## config.mk

```make
export PLATFORM = sky130hd
export DESIGN_NAME = mpc_front
export DESIGN_NICKNAME = d
export VERILOG_FILES = /design/src/rtl/mpc_pkg.sv /design/src/rtl/mpc_front.sv
export SDC_FILE = /design/constraint.sdc
export NUM_CORES = 1
export LEC_CHECK = 0
export BUFFER_PORTS_ARGS = -buffer_cell sky130_fd_sc_hd__buf_2
export CAP_MARGIN = 20
export CELL_PAD_IN_SITES_DETAIL_PLACEMENT = 1
export CELL_PAD_IN_SITES_GLOBAL_PLACEMENT = 1
export CORE_ASPECT_RATIO = 1.25
export CORE_MARGIN = 4
export CORE_UTILIZATION = 42
export CTS_CLUSTER_SIZE = 25
export DETAILED_ROUTE_END_ITERATION = 12
export PLACE_DENSITY = 0.84
export SLEW_MARGIN = 20
export SYNTH_ARGS = -nofsm -noshare
export SYNTH_HDL_FRONTEND = slang
export SYNTH_SLANG_ARGS = --single-unit
```

## constraint.sdc

```tcl
create_clock -name clock -period 8.2 [get_ports clock]
set_input_delay 1.23 -clock clock [delete_from_list [all_inputs] [get_ports clock]]
set_output_delay 1.23 -clock clock [all_outputs]
set_load 0.02 [all_outputs]
```

## src/rtl/mpc_pkg.sv

```systemverilog
// shared types, codes and constants of the memory pattern checker
package mpc_pkg;

   localparam int MEM_BYTES_DEFAULT = 262144;
   localparam int QUEUE_DEPTH       = 2;

   localparam int CSR_WIDTH  = 16;
   localparam int CSR_IDX_W  = 2;
   localparam int ADDR_OUT_W = 18;

   localparam logic [CSR_IDX_W-1:0] REG_SEQ_START   = 2'd0;
   localparam logic [CSR_IDX_W-1:0] REG_SEQ_STEP    = 2'd1;
   localparam logic [CSR_IDX_W-1:0] REG_BLANK_LIMIT = 2'd2;
   localparam logic [CSR_IDX_W-1:0] REG_CHIP_ID     = 2'd3;

   localparam logic [7:0]  SEQ_START_RESET   = 8'd0;
   localparam logic [7:0]  SEQ_STEP_RESET    = 8'd1;
   localparam logic [15:0] BLANK_LIMIT_RESET = 16'd16;
   localparam logic [4:0]  CHIP_ID_RESET     = 5'd0;

   localparam logic [15:0] BLANK_RUN_MAX = 16'hFFFF;

   localparam logic [1:0] KIND_MATCH = 2'd0;
   localparam logic [1:0] KIND_BIT   = 2'd1;
   localparam logic [1:0] KIND_ABORT = 2'd2;

   typedef struct packed {
      logic [7:0] rx_byte;
      logic       pass_start;
   } req_type;

   typedef struct packed {
      logic [1:0]            error_kind;
      logic [ADDR_OUT_W-1:0] byte_address;
      logic [2:0]            bit_index;
      logic                  read_bit;
      logic [7:0]            expected_byte;
      logic [4:0]            chip_tag;
      logic                  unresponsive;
      logic                  last;
   } rsp_type;

   // one classified request waiting for the back end
   typedef struct packed {
      logic [1:0]            kind;
      logic [ADDR_OUT_W-1:0] byte_address;
      logic [7:0]            rx_byte;
      logic [7:0]            wrong;
      logic [7:0]            expected_byte;
      logic [4:0]            chip_tag;
      logic                  unresponsive;
   } job_type;

endpackage

```

## src/rtl/mpc_front.sv

```systemverilog
// front end: configuration registers, pass state and classification of each request
module mpc_front import mpc_pkg::*; #(
   parameter int MEM_BYTES = MEM_BYTES_DEFAULT
) (
   input  logic                 clock,
   input  logic                 reset,
   input  logic                 csr_wr_en,
   input  logic [CSR_IDX_W-1:0] csr_index,
   input  logic [CSR_WIDTH-1:0] csr_data,
   input  logic                 req_fire,
   input  req_type              req_data,
   output job_type              job
);

   localparam int AW = $clog2(MEM_BYTES + 1);
   localparam logic [AW-1:0] MEM_COUNT = AW'(MEM_BYTES);

   logic [7:0]  seq_start_ff, seq_step_ff;
   logic [15:0] blank_limit_ff;
   logic [4:0]  chip_id_ff;

   logic [7:0]    expected_ff, expected_in;
   logic [AW-1:0] addr_ff, addr_in;
   logic [15:0]   blank_ff, blank_in;
   logic          aborted_ff, aborted_in;
   logic          unresp_ff, unresp_in;

   logic [7:0]           exp_cur;
   logic [AW-1:0]        addr_cur, addr_inc;
   logic [15:0]          blank_cur;
   logic                 aborted_cur;
   logic [AW+ADDR_OUT_W-1:0] addr_wide;
   logic [7:0]           wrong;

   always_ff @(posedge clock) begin
      if (reset) begin
         seq_start_ff   <= SEQ_START_RESET;
         seq_step_ff    <= SEQ_STEP_RESET;
         blank_limit_ff <= BLANK_LIMIT_RESET;
         chip_id_ff     <= CHIP_ID_RESET;
      end else if (csr_wr_en) begin
         case (csr_index)
            REG_SEQ_START:   seq_start_ff   <= csr_data[7:0];
            REG_SEQ_STEP:    seq_step_ff    <= csr_data[7:0];
            REG_BLANK_LIMIT: blank_limit_ff <= csr_data[15:0];
            REG_CHIP_ID:     chip_id_ff     <= csr_data[4:0];
            default: ;
         endcase
      end
   end

   always_comb begin
      // a pass start restarts the sequence before the byte is looked at
      exp_cur     = req_data.pass_start ? seq_start_ff : expected_ff;
      addr_cur    = req_data.pass_start ? '0 : addr_ff;
      blank_cur   = req_data.pass_start ? '0 : blank_ff;
      aborted_cur = req_data.pass_start ? 1'b0 : aborted_ff;
      addr_inc    = addr_cur + AW'(1);
      addr_wide   = {{ADDR_OUT_W{1'b0}}, addr_cur};
      wrong       = req_data.rx_byte ^ exp_cur;

      expected_in = exp_cur;
      addr_in     = addr_cur;
      blank_in    = blank_cur;
      aborted_in  = aborted_cur;
      unresp_in   = unresp_ff;

      job.kind          = KIND_MATCH;
      job.byte_address  = addr_wide[ADDR_OUT_W-1:0];
      job.rx_byte       = req_data.rx_byte;
      job.wrong         = '0;
      job.expected_byte = exp_cur;
      job.chip_tag      = chip_id_ff;

      if (!aborted_cur && addr_cur < MEM_COUNT) begin
         if (req_data.rx_byte == 8'h00) begin
            if (blank_cur != BLANK_RUN_MAX) begin
               blank_in = blank_cur + 16'd1;
            end
         end else begin
            blank_in = '0;
         end
         if (blank_in >= blank_limit_ff) begin
            aborted_in = 1'b1;
            unresp_in  = 1'b1;
            job.kind   = KIND_ABORT;
         end else begin
            if (addr_inc == MEM_COUNT) begin
               unresp_in = 1'b0;
            end
            if (wrong != 8'h00) begin
               job.kind  = KIND_BIT;
               job.wrong = wrong;
            end
            expected_in = exp_cur + seq_step_ff;
            addr_in     = addr_inc;
         end
      end
      job.unresponsive = unresp_in;
   end

   always_ff @(posedge clock) begin
      if (reset) begin
         expected_ff <= '0;
         addr_ff     <= '0;
         blank_ff    <= '0;
         aborted_ff  <= 1'b0;
         unresp_ff   <= 1'b0;
      end else if (req_fire) begin
         expected_ff <= expected_in;
         addr_ff     <= addr_in;
         blank_ff    <= blank_in;
         aborted_ff  <= aborted_in;
         unresp_ff   <= unresp_in;
      end
   end

endmodule

```

==> impl_metrics.ini <==
[die]
fp.dieH_um = 134
die_w_um = 109
die_area_um2 = 14700
row_count = 45
io_pins = 81
start_util_pct = 43.6
coreArea_um2 = 12300

[synthesis]
syn_nets = 771
synth_top_flop_cell = dfxtp_1
ys_async_sr_fraction_pct = 0
synth_area_leaders = dfxtp_1, nand2_1, a21oi_1, nor2_1, ha_1
seq_area_frac_synth_pct = 30.6
syn_area_um2 = 5370
synth_cell_types = 71
synth_edf_count = 0
synth_cells = 714
ys_ff_latch = 82
synth.avg_cell_area_um2 = 7.52
yosysWarnings = 0
synth_top_cell_by_area = dfxtp_1
yosys.area.top_type_share_pct = 30.6

[power]
p_leak_nw = 2.42
vdd_drop_max_v = 0.000122
power_density_nw_per_um2 = 158

[timing]
worst_slew_pin_slew_ps = 832
setup_viol_count_final = 0
fmax_mhz = 151
fin_crit_ps = 6620
hold_violations = 0
report.final.slew_viol_count = 0
finClkSkew_ps = 10.7
slew_headroom_pct = 44.6
finalSetupTns_ps = 0
finalWorstSetupSlack_ps = 1580
min_period_over_period_pct = 80.8
hold_ws_ps = 455
rsz0062_at_grt = false

[final_layout]
nets = 824
layout_common_cells = nand2_1, nor2_1, dfxtp_1, buf_2, a21oi_1
areaGrowthSynthToFinish_pct = 14.1
final_common_cell = nand2_1
antenna_cells = 0
layout-drive-gt1-share_pct = 16.1
fin_cells = 936

[drt]
routed.top_layer = met4
wl_met3_um = 756
initialDrtViolationCount = 223
drtAntennaViolNets = 0
routed_wl_um = 16600
routedWlPerCell_um = 17.7
via_per_inst = 5.67
met1_length_um = 6770
dr_wl_met2_um = 8630
dr.pass1.iters = 4
via_count = 5310
drc = 0

[clock_network]
postCtsHoldBufs = 0
clk_latency_ps = 350
postCtsSetupBuffers = 0
clock-sinks = 82
htreeDepth = 3
cts_tree = done
cts_root_buf = clkbuf_16
path_clk_slew_ps = 60
cts_resized = 0
cts_buffers = 9
clk_path_buf_depth = 2

[critical_path]
end_kind = output port
critical_path.cell_chain = buf_2 > nor2b_1 > ha_1 > nand4_1 > nor3_1 > nand4_1 > nand2_1 > xor2_1 > nor2_1 > ha_1 > a21oi_1 > o21ai_0 > a21oi_1 > o21ai_0 > o21a_1 > nor4_2 > nor2_1 > buf_2
rr_startpoint = blank_ff[0]$_SDFFE_PP0P_
r2r_slack_ps = 3400
worst_path_largest_cell_delay_ps = 440
r2r_cells = 17
worstPathRequired_ps = 6970
path_max_fanout = 18
r2r_end = addr_ff[5]$_SDFFE_PP0P_
slowest_stage = nand4_1
crit_arrival_ps = 5390
critPathKind = in -> out
startpoint_type = input port

[worst_hold_path]
min_to = blank_limit_ff[15]$_SDFFE_PP0P_
hold_class = reg -> reg
hp-start = blank_limit_ff[15]$_SDFFE_PP0P_
hold_depth = 2

[placement]
portBuffers = 80
gp_congestion = 0.858
post-place-ws_ps = 1800
hpwl_um = 12200
dp_cells = 920

[global_routing]
grt_pass1_vias = 5483
grt_usage_pct = 23.0
grt_pass1_wl_um = 27200
grt_max_degree = 76
antenna_found_initial = 0
globalRouteOverflowTotal = 0

[job]
maxCapViolations = 0

[status]
status = finished clean
==> cells by family after synthesis <==
kind of cell	share of synthesized area (%)
AOI/OAI and AO/OA	15.9
xor gates and xnor gates	4.89
adders and majority gates	6.20
buffers and inverters	6.71
DFF	30.6
muxes	5.73
and+or+nand+nor	30.0
==> sequential cells by signal, summed over array words and instances, names as in the netlist <==
| register | count |
|---|---|
| seq_step_ff | 8 |
| blank_ff | 16 |
| aborted_ff | 1 |
| seq_start_ff | 8 |
| chip_id_ff | 5 |
| unresp_ff | 1 |
| expected_ff | 8 |
| addr_ff | 19 |
| blank_limit_ff | 16 |
==> critical path: cells and delay by family <==
family / cells / cell delay (ps)
compound gates: 5 / 820
buf+inv: 2 / 380
xor+xnor: 1 / 230
fa+ha+maj: 2 / 580
simple gates: 8 / 2130
==> synth_stat cells (11+ instances only) <==
library cell  count
a21oi_1          69
buf_4            11
clkbuf_1         24
dfxtp_1          82
ha_1             25
inv_1            37
mux2i_1          24
nand2_1         101
nand3_1          22
nand4_1          15
nor2_1           86
nor2b_1          21
nor3_1           16
o21ai_0          22
xnor2_1          21
==> how the worst max path moves through the flow <==
stage                            from      end  slack, ps  depth (start not counted)
final                     req_data[0]   job[0]       1580                         18
after global routing      req_data[0]   job[0]       1230                         18
after CTS                 req_data[0]   job[0]       1650                         18
after detailed placement  req_data[0]   job[0]       1800                         19
after global placement    req_data[0]   job[0]       1920                         19
after floorplan           req_data[0]  job[21]       1480                         21
==> stage by stage <==
| step | utilization [%] | area (µm²) | power [mW] |
|---|---|---|---|
| final | 49.7 | 6130 | 0.971 |
| after floorplan | - | 5370 | 0.507 |
| after CTS | 49.7 | 6130 | 0.980 |
| after global routing | 49.7 | 6130 | 1.01 |
| after global placement | 47.1 | 5810 | 0.543 |
| after detailed placement | 47.1 | 5810 | 0.549 |
==> final cells by class <==
type,count,area [µm²]
clock buffer,13,270
inverter,38,143
tap,164,205
timing repair buffer,87,453
fill,1572,6200
sequential,82,1640
multi-input combinational,549,3370
clock inverter,3,46.3
==> metal layers <==
metal / vias up / GRT usage (%)
met2: 125 / 40.8
met5: - / 0
met4: 0 / 8.84
met1: 2563 / 26.9
met3: 30 / 4.57
li1: 2592 / -
==> power by group <==
part           switching [mW]  internal [mW]  total [mW]
sequential            0.00615          0.408       0.414
clock                   0.170          0.262       0.432
combinational          0.0822         0.0428       0.125
Power figures use the tool's default switching activity.
